<file path="config.mk">
export PLATFORM = sky130hd
export DESIGN_NAME = bpa_ram
export DESIGN_NICKNAME = d
export VERILOG_FILES = /design/src/bpa_ram.sv
export SDC_FILE = /design/constraint.sdc
export NUM_CORES = 1
export LEC_CHECK = 0
export BUFFER_PORTS_ARGS = -buffer_cell sky130_fd_sc_hd__buf_2
export CAP_MARGIN = 20
export CORE_MARGIN = 2
export CORE_UTILIZATION = 40
export CTS_BUF_LIST = sky130_fd_sc_hd__clkbuf_16
export CTS_CLUSTER_SIZE = 12
export DETAILED_ROUTE_END_ITERATION = 16
export HOLD_SLACK_MARGIN = 0.08
export PLACE_DENSITY = 0.54
export SETUP_SLACK_MARGIN = 0.4
export SYNTH_ARGS = -nofsm -noshare
export SYNTH_HDL_FRONTEND = slang
export SYNTH_SLANG_ARGS = --single-unit
</file>
<file path="constraint.sdc">
create_clock -name clk -period 2.75 [get_ports clk]
set_clock_uncertainty 0.1 [all_clocks]
set_input_delay 0.1375 -clock clk [delete_from_list [all_inputs] [get_ports clk]]
set_output_delay 0.1375 -clock clk [all_outputs]
set_load 0.01 [all_outputs]
</file>
<file path="src/bpa_ram.sv">
// Simple dual-port synchronous RAM with registered read data.
`timescale 1ns / 1ps
module bpa_ram #(
	parameter int DW    = 32,
	parameter int AW    = 5,
	parameter int DEPTH = 32
) (
	input  logic          clk,
	input  logic          we,
	input  logic [AW-1:0] waddr,
	input  logic [DW-1:0] wdata,
	input  logic [AW-1:0] raddr,
	output logic [DW-1:0] rdata
);
	logic [DW-1:0] mem [DEPTH];

	always_ff @(posedge clk) begin
		if (we) begin
			mem[waddr] <= wdata;
		end
		rdata <= mem[raddr];
	end
endmodule

</file>
==> results of run 1 <==
## layout make-up
class	count	area, um^2
fillers	8378	52900
flip-flops and latches	1056	31400
multi-input cells	1077	8610
clock buffers	112	2800
repair buffers	220	2370
well taps	1298	1620
clock inverters	93	478
## cell usage in the layout, fill, tap and decap left out, types with 33 or more instances in the layout
master	synthesis	layout
a22oi_1	96	96
mux2i_1	512	512
buf_12	0	64
edfxtp_1	1024	1024
nand3_1	98	98
a22o_1	64	64
inv_1	0	39
buf_2	26	74
buf_4	33	41
dlygate4sd3_1	0	40
clkbuf_16	0	112
nor2_4	0	33
a21oi_1	96	96
nand2_1	98	97
## repair_timing
| action | CTS | global route |
|---|---|---|
| hold endpoints to repair | 1033 | 0 |
| hold buffers | 40 | 0 |
| setup endpoints to repair | 0 | 0 |
## cells by family (layout without fill, tap and decap cells)
group | count (synthesis) | in the layout | synth area share [%]
flops | 1056 | 1056 | 77.5
compound gates | 288 | 288 | 4.85
mux | 512 | 512 | 12.7
simple gates | 277 | 277 | 3.10
buf+inv | 127 | 425 | 1.86
## through the flow
stage / hold WS, ns / utilization [%] / setup slack [ns] / area [um^2] / std cells
2_1_floorplan: 0.136 / - / 0.0784 / 40500 / 2260
3_3_place_gp: 0.439 / 43.5 / 0.646 / 43600 / 3611
3_5_place_dp: 0.439 / 43.5 / 0.602 / 43600 / 3611
4_1_cts: 0.0820 / 47.2 / 0.616 / 47300 / 3856
5_1_grt: 0.135 / 47.2 / 0.437 / 47300 / 3856
6_report: 0.117 / 47.2 / 0.562 / 47300 / 3856
## layer usage
| metal | routed length (um) | vias to the layer above | GRT usage, % |
|---|---|---|---|
| li1 | - | 9422 | - |
| met1 | 45600 | 11000 | 27.5 |
| met2 | 50300 | 562 | 32.7 |
| met3 | 4990 | 157 | 2.56 |
| met4 | 2640 | 0 | 6.17 |
| met5 | 0 | - | 0 |
## state kept, by name (all words and copies together), names as in the netlist
signal and cells:
rdata 32, mem 1024
## where the power goes
group	leakage (uW)	total, uW	internal [uW]	switching [uW]
clock network	0.00175	13500	7430	6020
registers	0.00949	18000	17900	100
logic	0.00530	1830	655	1180
total	0.0165	33300	26000	7300
## worst min-delay path: stages
cell,delay [ns]
buf_2,0.12
nand3b_1,0.30
nor2_4,0.14
## worst paths after layout
kind | from | end | slack (ns) | cells after the start
hold / removal | we | mem[25][9]$_DFFE_PP_ | 0.12 | 3
hold reg to reg | mem[16][4]$_DFFE_PP_ | rdata[4]$_DFF_P_ | 0.49 | 4
setup reg to reg | mem[17][16]$_DFFE_PP_ | rdata[16]$_DFF_P_ | 0.63 | 6
setup / recovery | raddr[0] | rdata[16]$_DFF_P_ | 0.56 | 9
==> impl_metrics.py, run 1 <==
metrics = {
    "floorplanning": {
        "initial_utilization_pct": 40.4,
        "fp.coreArea_um2": 100000,
        "die_h_um": 322,
        "top_level_ports": 76,
        "die_span_x_um": 322,
        "die_area_um2": 104000,
        "rows": 116,
    },
    "cts": {
        "cts.sink_count": 1056,
        "clk_pin_slew_ns": 0.06,
        "cts.repair.resized": 0,
        "insertion_delay_ns": 0.68,
        "htree_levels": 3,
        "post_cts.repair.setup_buffers": 0,
        "tritoncts": "yes",
        "clk_path_buf_depth": 3,
        "cts.root.buffer_cell": "clkbuf_16",
        "tritoncts.num_buffers": 110,
    },
    "placement": {
        "gp_congestion": 0.767,
        "place.detailed.hpwl_um": 58000,
        "port_buffers": 75,
    },
    "setup_path": {
        "worst_ep_required_time_ns": 3.21,
        "startpoint_type": "input pin",
        "cp_num_buf_inv": 5,
        "timing.critical_path.cells": "dlygate4sd3_1 -> buf_8 -> buf_12 -> mux2i_1 -> nand2_1 -> dlygate4sd3_1 -> a31oi_1 -> dlygate4sd3_1 -> nand3_1",
        "critPathMostFrequentCell": "dlygate4sd3_1",
        "worst-endpoint-arrival_ns": 2.65,
        "worstPathMaxFanout": 16,
        "critical_path_s_largest_stage_delay_ns": 0.58,
        "crit_family": "buffers and inverters",
        "timing.critical_path.to_type": "flop",
        "critical_path_class": "input pin to flop",
        "timing.critical_path.slowest_stage_cell": "dlygate4sd3_1",
    },
    "routing": {
        "dr.pass1.iters": 5,
        "drc_errors": 0,
        "dr_total_vias": 21100,
        "post_drt_via_cell_ratio": 5.47,
        "wire_per_inst_um": 26.8,
        "detail_route.wirelength_um": 104000,
        "ant_nets": 0,
        "drt-initial-drc-count": 1765,
    },
    "sta": {
        "f_max_mhz": 457,
        "report.final.hold_viol_count": 0,
        "totalNegativeSetupSlack_ns": 0,
        "timing.max_slew.rel_slack_pct": 35.1,
        "rsz0062_at_grt": "no",
        "drv_slew": 0,
        "worst_slew_pin_slew_ns": 0.974,
        "period_minus_slack_ns": 2.19,
        "finalCritPeriodShare_pct": 79.6,
        "final_setup_violation_count": 0,
    },
    "synthesis": {
        "synth.cell_area_um2": 40500,
        "synth.top_cell.area_share_pct": 76.0,
        "synth.top_cells.by_area": "edfxtp_1 76%, mux2i_1 13%, a22oi_1 1.8%",
        "postSynthCellCount": 2260,
        "synth_area_leader_cell": "edfxtp_1",
        "synth.yosys.seq_area_share_pct": 77.5,
        "synthDistinctLibCells": 25,
        "synth.cells.most_frequent": "1024 x edfxtp_1, 512 x mux2i_1, 98 x nand2_1, 98 x nand3_1",
        "synth_fp_nets": 2304,
        "ys_warn_count": 0,
        "most_instantiated_library_cell_after_synthesis": "edfxtp_1",
        "synth-seq-cells": 1056,
        "synthesis.area_per_instance_um2": 17.9,
        "ys.flop_type": "edfxtp_1",
        "postSynth.asyncResetShare_pct": 0,
        "synth_edf_count": 1024,
    },
    "global_routing": {
        "global_route.usage.total_pct": 19.8,
        "first_global_vias": 21300,
        "grt_max_degree": 63,
        "grt_pass1_wl_um": 148000,
        "initial_antenna_violation_count": 3,
        "globalRoute.totalOverflow": 0,
    },
    "pwr": {
        "post-layout-total-power_uw": 33300,
        "power_dens_cells_nw_per_um2": 704,
        "cellLeakagePower_uw": 0.0165,
        "max-vdd-ir-drop_uv": 501,
    },
    "cells_and_area": {
        "num_antenna_cells": 0,
        "layout-area-overhead-vs-synth_pct": 16.8,
        "drive_gt1_share_pct": 14.0,
        "nNetsFinal": 2509,
    },
    "outcome": {
        "status": "finished clean",
    },
    "flow_run": {
        "max_cap_violations": 0,
    },
    "worst_hold_path": {
        "hp-class": "input pin to flop",
    },
}
No activity file was read; power rests on OpenSTA's default activity.
==> run 2: changes to the inputs <==
--- a/config.mk
+++ b/config.mk
@@ -5,6 +5,7 @@
 export SDC_FILE = /design/constraint.sdc
 export NUM_CORES = 1
 export LEC_CHECK = 0
+export ABC_AREA = 1
 export BUFFER_PORTS_ARGS = -buffer_cell sky130_fd_sc_hd__buf_2
 export CAP_MARGIN = 20
 export CORE_MARGIN = 2
==> constraint.sdc (replaced) <==
create_clock -name clk -period 1.8 [get_ports clk]
set_clock_uncertainty 0.1 [all_clocks]
set_input_delay 0.09 -clock clk [delete_from_list [all_inputs] [get_ports clk]]
set_output_delay 0.09 -clock clk [all_outputs]
set_load 0.01 [all_outputs]
==> run 2 against run 1 <==
Effect of this change:
- area after synthesis rose by 4.7%
- combinational power rose by 95%
- worst hold slack got worse by 0.045 ns
- die area rose by 4.7%
- non-clock buffer count rose by 96
- clock power rose by 60%
- critical path depth fell by 8
==> impl_metrics.py, run 2 <==
metrics = {
    "global_routing": {
        "grt_max_degree": 67,
        "grt_pass1_wl_um": 179000,
        "global_route.usage.total_pct": 22.5,
        "globalRoute.totalOverflow": 0,
        "initial_antenna_violation_count": 0,
        "use_met1_pct": 31.8,
        "gr-max-usage-layer": "met2",
        "global_route.usage.met2_pct": 37.2,
        "met3_usage_pct": 2.90,
        "first_global_vias": 26300,
    },
    "synthesis": {
        "synth_fp_nets": 3580,
        "ys.flop_type": "edfxtp_1",
        "ys_warn_count": 0,
        "synth.cell_area_um2": 42400,
        "synth_top_family_by_area": "simple AND/OR/NAND/NOR gates",
        "postSynthCellCount": 3536,
        "synth.top_cells.by_area": "edfxtp_1 73%, nand2_1 13%, nand3_1 9.2%",
        "synth-seq-cells": 1056,
        "synthDistinctLibCells": 14,
        "most_instantiated_library_cell_after_synthesis": "nand2_1",
        "synth_edf_count": 1024,
        "synth_compound_gate_area_share_pct": 0,
        "synth.area.mux_share_pct": 0,
        "synth_area_leader_cell": "edfxtp_1",
        "synth.cells.most_frequent": "1440 x nand2_1, 1024 x edfxtp_1, 780 x nand3_1, 83 x buf_2, 66 x buf_6",
        "postSynth.asyncResetShare_pct": 0,
        "synthSimpleGateAreaFrac_pct": 22.2,
        "yosys.area_share.xor_xnor_pct": 0,
        "synth.top_cell.area_share_pct": 72.5,
        "adder_cell_share_of_the_synthesized_area_pct": 0,
        "synthesis.area_per_instance_um2": 12.0,
        "synth.yosys.seq_area_share_pct": 74.0,
    },
    "routing": {
        "wire_per_inst_um": 23.5,
        "dr.pass1.iters": 5,
        "post_drt_via_cell_ratio": 5.30,
        "dr_total_vias": 27700,
        "detail_route.wirelength_um": 123000,
        "drc_errors": 0,
        "ant_nets": 0,
        "drt-initial-drc-count": 2441,
    },
    "sta": {
        "rsz0062_at_grt": "yes",
        "report.final.hold_viol_count": 0,
        "period_minus_slack_ns": 1.41,
        "finalCritPeriodShare_pct": 78.4,
        "f_max_mhz": 709,
        "drv_slew": 0,
        "timing.max_slew.rel_slack_pct": 53.0,
        "totalNegativeSetupSlack_ns": 0,
        "final_setup_violation_count": 0,
        "worst_slew_pin_slew_ns": 0.705,
        "setup_ws_ns": 0.389,
    },
    "cells_and_area": {
        "drive_gt1_share_pct": 12.1,
        "final.fill_count": 9283,
        "most-common-layout-cells": "1440 x nand2_1, 1024 x edfxtp_1, 767 x nand3_1, 113 x clkbuf_16, 92 x buf_12",
        "num_antenna_cells": 0,
        "layout.core_utilization_pct": 47.6,
        "largest_register_ffs": 1024,
        "layout_commonest_cell": "nand2_1",
        "finish.cell_count_without_fillers": 5223,
        "nNetsFinal": 3790,
        "layout-area-overhead-vs-synth_pct": 18.1,
        "regMostFlops": "mem",
        "largestRegisters": "mem x1024, rdata x32",
    },
    "cts": {
        "cts.root.buffer_cell": "clkbuf_16",
        "insertion_delay_ns": 0.69,
        "clk_pin_slew_ns": 0.06,
        "clk_path_buf_depth": 3,
        "htree_levels": 3,
        "cts.sink_count": 1056,
        "tritoncts": "yes",
        "tritoncts.num_buffers": 110,
    },
    "setup_path": {
        "worst_ep_required_time_ns": 1.61,
        "worst-endpoint-arrival_ns": 1.22,
        "startpoint_type": "flop",
        "timing.critical_path.to_type": "output pin",
        "critical_path_s_largest_stage_delay_ns": 0.41,
        "worstPathMaxFanout": 1,
        "critical_path_class": "flop to output pin",
        "crit_family": "flip-flops",
        "cp_num_buf_inv": 1,
        "timing.critical_path.cells": "buf_6",
        "timing.critical_path.slowest_stage_cell": "dfxtp_4",
    },
    "worst_hold_path": {
        "hp-class": "input pin to flop",
    },
    "floorplanning": {
        "die_h_um": 330,
        "rows": 119,
        "top_level_ports": 76,
        "die_area_um2": 109000,
        "initial_utilization_pct": 40.3,
        "die_span_x_um": 330,
        "fp.coreArea_um2": 105000,
    },
    "pwr": {
        "cellLeakagePower_uw": 0.0185,
        "power_dens_cells_nw_per_um2": 1050,
        "max-vdd-ir-drop_uv": 884,
    },
    "placement": {
        "gp_congestion": 0.763,
        "place.detailed.instances": 4952,
        "place.detailed.hpwl_um": 65900,
        "post-place-ws_ns": 0.0811,
        "port_buffers": 75,
    },
    "flow_run": {
        "max_cap_violations": 0,
    },
    "outcome": {
        "status": "finished clean",
    },
}
==> run 2: cell types whose count changed in the layout (fill, tap and decap cells not counted), sizes merged, moves of 70 or more <==
cell and change:
nand2 +1342, nand3 +682, mux2i -512, a21oi -96
a22oi -96, buf +70
==> run 2: per-layer routing <==
| layer | routed length [um] | vias up |
|---|---|---|
| li1 | - | 12800 |
| met1 | 54300 | 13900 |
| met2 | 58800 | 838 |
| met3 | 6730 | 169 |
| met4 | 2650 | 0 |
| met5 | 0 | - |
==> run 2: layout make-up <==
class	instances	area, um^2	share of cell area [%]
Clock buffer	112	2800	5.60
Multi-Input combinational cell	2252	9820	19.6
Tap cell	1391	1740	3.48
Inverter	10	86.3	0.172
Clock inverter	86	587	1.17
Timing Repair Buffer	316	3620	7.22
Sequential cell	1056	31400	62.8
==> run 2: final timing paths <==
path | startpoint | to | slack, ns | cells past startpoint
max | rdata[17]$_DFF_P_ | rdata[17] | 0.39 | 1
min | we | mem[12][6]$_DFFE_PP_ | 0.07 | 4
max reg2reg | mem[25][20]$_DFFE_PP_ | rdata[20]$_DFF_P_ | 0.47 | 8
min reg2reg | mem[18][4]$_DFFE_PP_ | rdata[4]$_DFF_P_ | 0.65 | 8
==> run 2: through the flow <==
step / area, um^2 / hold slack, ns / power [uW]
after floorplan: 42800 / 0.0889 / 29900
after global placement: 45800 / 0.388 / 31400
after detailed placement: 45800 / 0.389 / 31400
after CTS: 50000 / 0.0528 / 53000
after global routing: 50100 / 0.0636 / 54300
final: 50100 / 0.0724 / 52600
==> run 2: timing repair <==
item	4_1_cts	5_1_grt
cloned	0	1
gates resized for setup	37	5
hold buffers	62	3
setup endpoints to repair	17	16
hold endpoints to repair	1135	17
pin swaps	0	3
setup buffers	0	7
==> run 2: kinds of logic after synthesis <==
| kind of cell | count (synthesis) |
|---|---|
| flip-flops | 1056 |
| AND/OR/NAND/NOR | 2252 |
| buffers and inverters | 228 |
==> run 2: power breakdown <==
part / switching [uW] / leakage [uW] / internal, uW / total, uW
clock network: 9280 / 0.00182 / 12300 / 21600
registers: 143 / 0.00950 / 27300 / 27500
logic: 2440 / 0.00720 / 1130 / 3570
==> run 3: changes to the inputs <==
--- a/config.mk
+++ b/config.mk
@@ -14,7 +14,7 @@
 export CTS_CLUSTER_SIZE = 12
 export DETAILED_ROUTE_END_ITERATION = 16
 export HOLD_SLACK_MARGIN = 0.08
-export PLACE_DENSITY = 0.54
+export PLACE_DENSITY = 0.52
 export SETUP_SLACK_MARGIN = 0.4
 export SYNTH_ARGS = -nofsm -noshare
 export SYNTH_HDL_FRONTEND = slang
==> constraint.sdc (replaced) <==
create_clock -name clk -period 1.4 [get_ports clk]
set_clock_uncertainty 0.1 [all_clocks]
set_input_delay 0.07 -clock clk [delete_from_list [all_inputs] [get_ports clk]]
set_output_delay 0.07 -clock clk [all_outputs]
set_load 0.01 [all_outputs]
==> run 3 against run 2 <==
Effect of this change:
- the flow now finishes with violations (negative hold slack, negative setup slack)
- clock power rose by 28%
- die area did not move
- sequential cell count did not move
- worst hold slack got worse by 0.17 ns
- critical path type unchanged
- highest routed layer is now met5
==> impl_metrics.py, run 3 (synthesized netlist as in run 2, its figures left out) <==
metrics = {
    "sta": {
        "setup_ws_ns": -0.0246,
        "final_setup_violation_count": 1,
        "report.final.hold_viol_count": 2,
        "period_minus_slack_ns": 1.42,
        "worst_slew_pin_slew_ns": 0.575,
        "drv_slew": 0,
        "f_max_mhz": 702,
        "hold_slack_ns": -0.0930,
        "timing.max_slew.rel_slack_pct": 61.6,
        "finalCritPeriodShare_pct": 102,
        "rsz0062_at_grt": "yes",
    },
    "setup_path": {
        "cp_num_buf_inv": 1,
        "critical_path_class": "flop to output pin",
        "worst-r2r-setup-slack_ns": 0.23,
        "timing.critical_path.slowest_stage_cell": "dfxtp_4",
        "crit_family": "flip-flops",
        "critical_path_s_largest_stage_delay_ns": 0.44,
        "worst_ep_required_time_ns": 1.23,
        "timing.critical_path.cells": "buf_6",
        "worst-endpoint-arrival_ns": 1.25,
        "timing.critical_path.to_type": "output pin",
        "startpoint_type": "flop",
        "worstPathMaxFanout": 1,
    },
    "global_routing": {
        "global_route.usage.total_pct": 23.1,
        "globalRoute.totalOverflow": 0,
        "grt_max_degree": 50,
        "initial_antenna_violation_count": 5,
        "grt_pass1_wl_um": 183000,
        "first_global_vias": 26700,
    },
    "cells_and_area": {
        "layout.core_utilization_pct": 49.0,
        "finish.cell_count_without_fillers": 5279,
        "num_antenna_cells": 0,
        "largestRegisters": "mem x1024, rdata x32",
        "largest_register_ffs": 1024,
        "regMostFlops": "mem",
        "nNetsFinal": 3837,
        "most-common-layout-cells": "1374 x nand2_1, 1024 x edfxtp_1, 687 x nand3_1, 133 x buf_12, 116 x buf_4",
        "layout-area-overhead-vs-synth_pct": 21.7,
        "drive_gt1_share_pct": 17.9,
        "final.fill_count": 9212,
        "layout_commonest_cell": "nand2_1",
    },
    "routing": {
        "dr.pass1.iters": 5,
        "drt-initial-drc-count": 2130,
        "drc_errors": 0,
        "dr_total_vias": 27700,
        "wire_per_inst_um": 23.6,
        "post_drt_via_cell_ratio": 5.25,
        "ant_nets": 0,
        "detail_route.wirelength_um": 125000,
    },
    "floorplanning": {
        "initial_utilization_pct": 40.3,
        "fp.coreArea_um2": 105000,
        "die_area_um2": 109000,
        "die_h_um": 330,
        "die_span_x_um": 330,
        "top_level_ports": 76,
        "rows": 119,
    },
    "cts": {
        "tritoncts": "yes",
        "postCtsHoldBufs": 39,
        "tritoncts.num_buffers": 111,
        "insertion_delay_ns": 0.71,
        "clk_path_buf_depth": 3,
        "cts.sink_count": 1056,
        "cts.root.buffer_cell": "clkbuf_16",
        "clk_pin_slew_ns": 0.06,
        "htree_levels": 3,
    },
    "placement": {
        "gp_congestion": 0.783,
        "place.detailed.instances": 5032,
        "port_buffers": 75,
        "place.detailed.hpwl_um": 71900,
    },
    "pwr": {
        "cellLeakagePower_uw": 0.0191,
        "power_dens_cells_nw_per_um2": 1320,
        "max-vdd-ir-drop_uv": 1080,
    },
    "worst_hold_path": {
        "hp-class": "input pin to flop",
    },
    "outcome": {
        "violations": "negative hold slack, negative setup slack",
        "status": "finished with violations",
    },
    "flow_run": {
        "max_cap_violations": 0,
    },
}
run 3: power by group:
part / switching [uW] / internal [uW] / leakage [uW]
clock network: 12100 / 15500 / 0.00182
registers: 242 / 35200 / 0.00950
logic: 3250 / 1800 / 0.00777
run 3: metrics by stage:
step	setup slack, ns	setup TNS, ns	total power (uW)	area, um^2	hold slack (ns)
after global placement	-0.235	-41.80	40700	47000	0.382
after global routing	-0.0817	-0.178	70300	51600	-0.0994
after CTS	-0.0652	-0.310	68500	51200	-0.124
after floorplan	-0.0357	-10.08	38500	42900	0.0689
final	-0.0246	-0.0246	68000	51600	-0.0930
after detailed placement	-0.253	-43.28	40700	47000	0.376
run 3: repair_timing:
item                        CTS  global route
hold endpoints to repair   1169            62
pin swaps                   142           227
setup endpoints to repair    64            64
gates resized for setup     127           110
cloned                        0             0
setup buffers                 0             0
run 3: layout make-up:
class	count	area, um^2	share of cell area [%]
clock buffer	113	2830	5.48
clock inverter	95	578	1.12
inverter	10	87.6	0.170
multi-input combinational	2252	10400	20.1
sequential	1056	31500	61.0
tap	1391	1740	3.37
timing repair buffer	362	4530	8.77
run 3: worst paths after layout:
check	startpoint	endpoint	cells after the start
min reg2reg	mem[5][16]$_DFFE_PP_	rdata[16]$_DFF_P_	8
min	waddr[3]	mem[31][6]$_DFFE_PP_	3
max reg2reg	mem[21][18]$_DFFE_PP_	rdata[18]$_DFF_P_	8
max	rdata[31]$_DFF_P_	rdata[31]	1
run 3: layer usage:
metal	vias to the layer above	part of all wire, %	global-route usage [%]
met4	8	3.7	8.47
met5	-	0.038	0
met3	231	4.7	3.31
met2	765	47	37.0
li1	12900	-	-
met1	13800	45	32.2
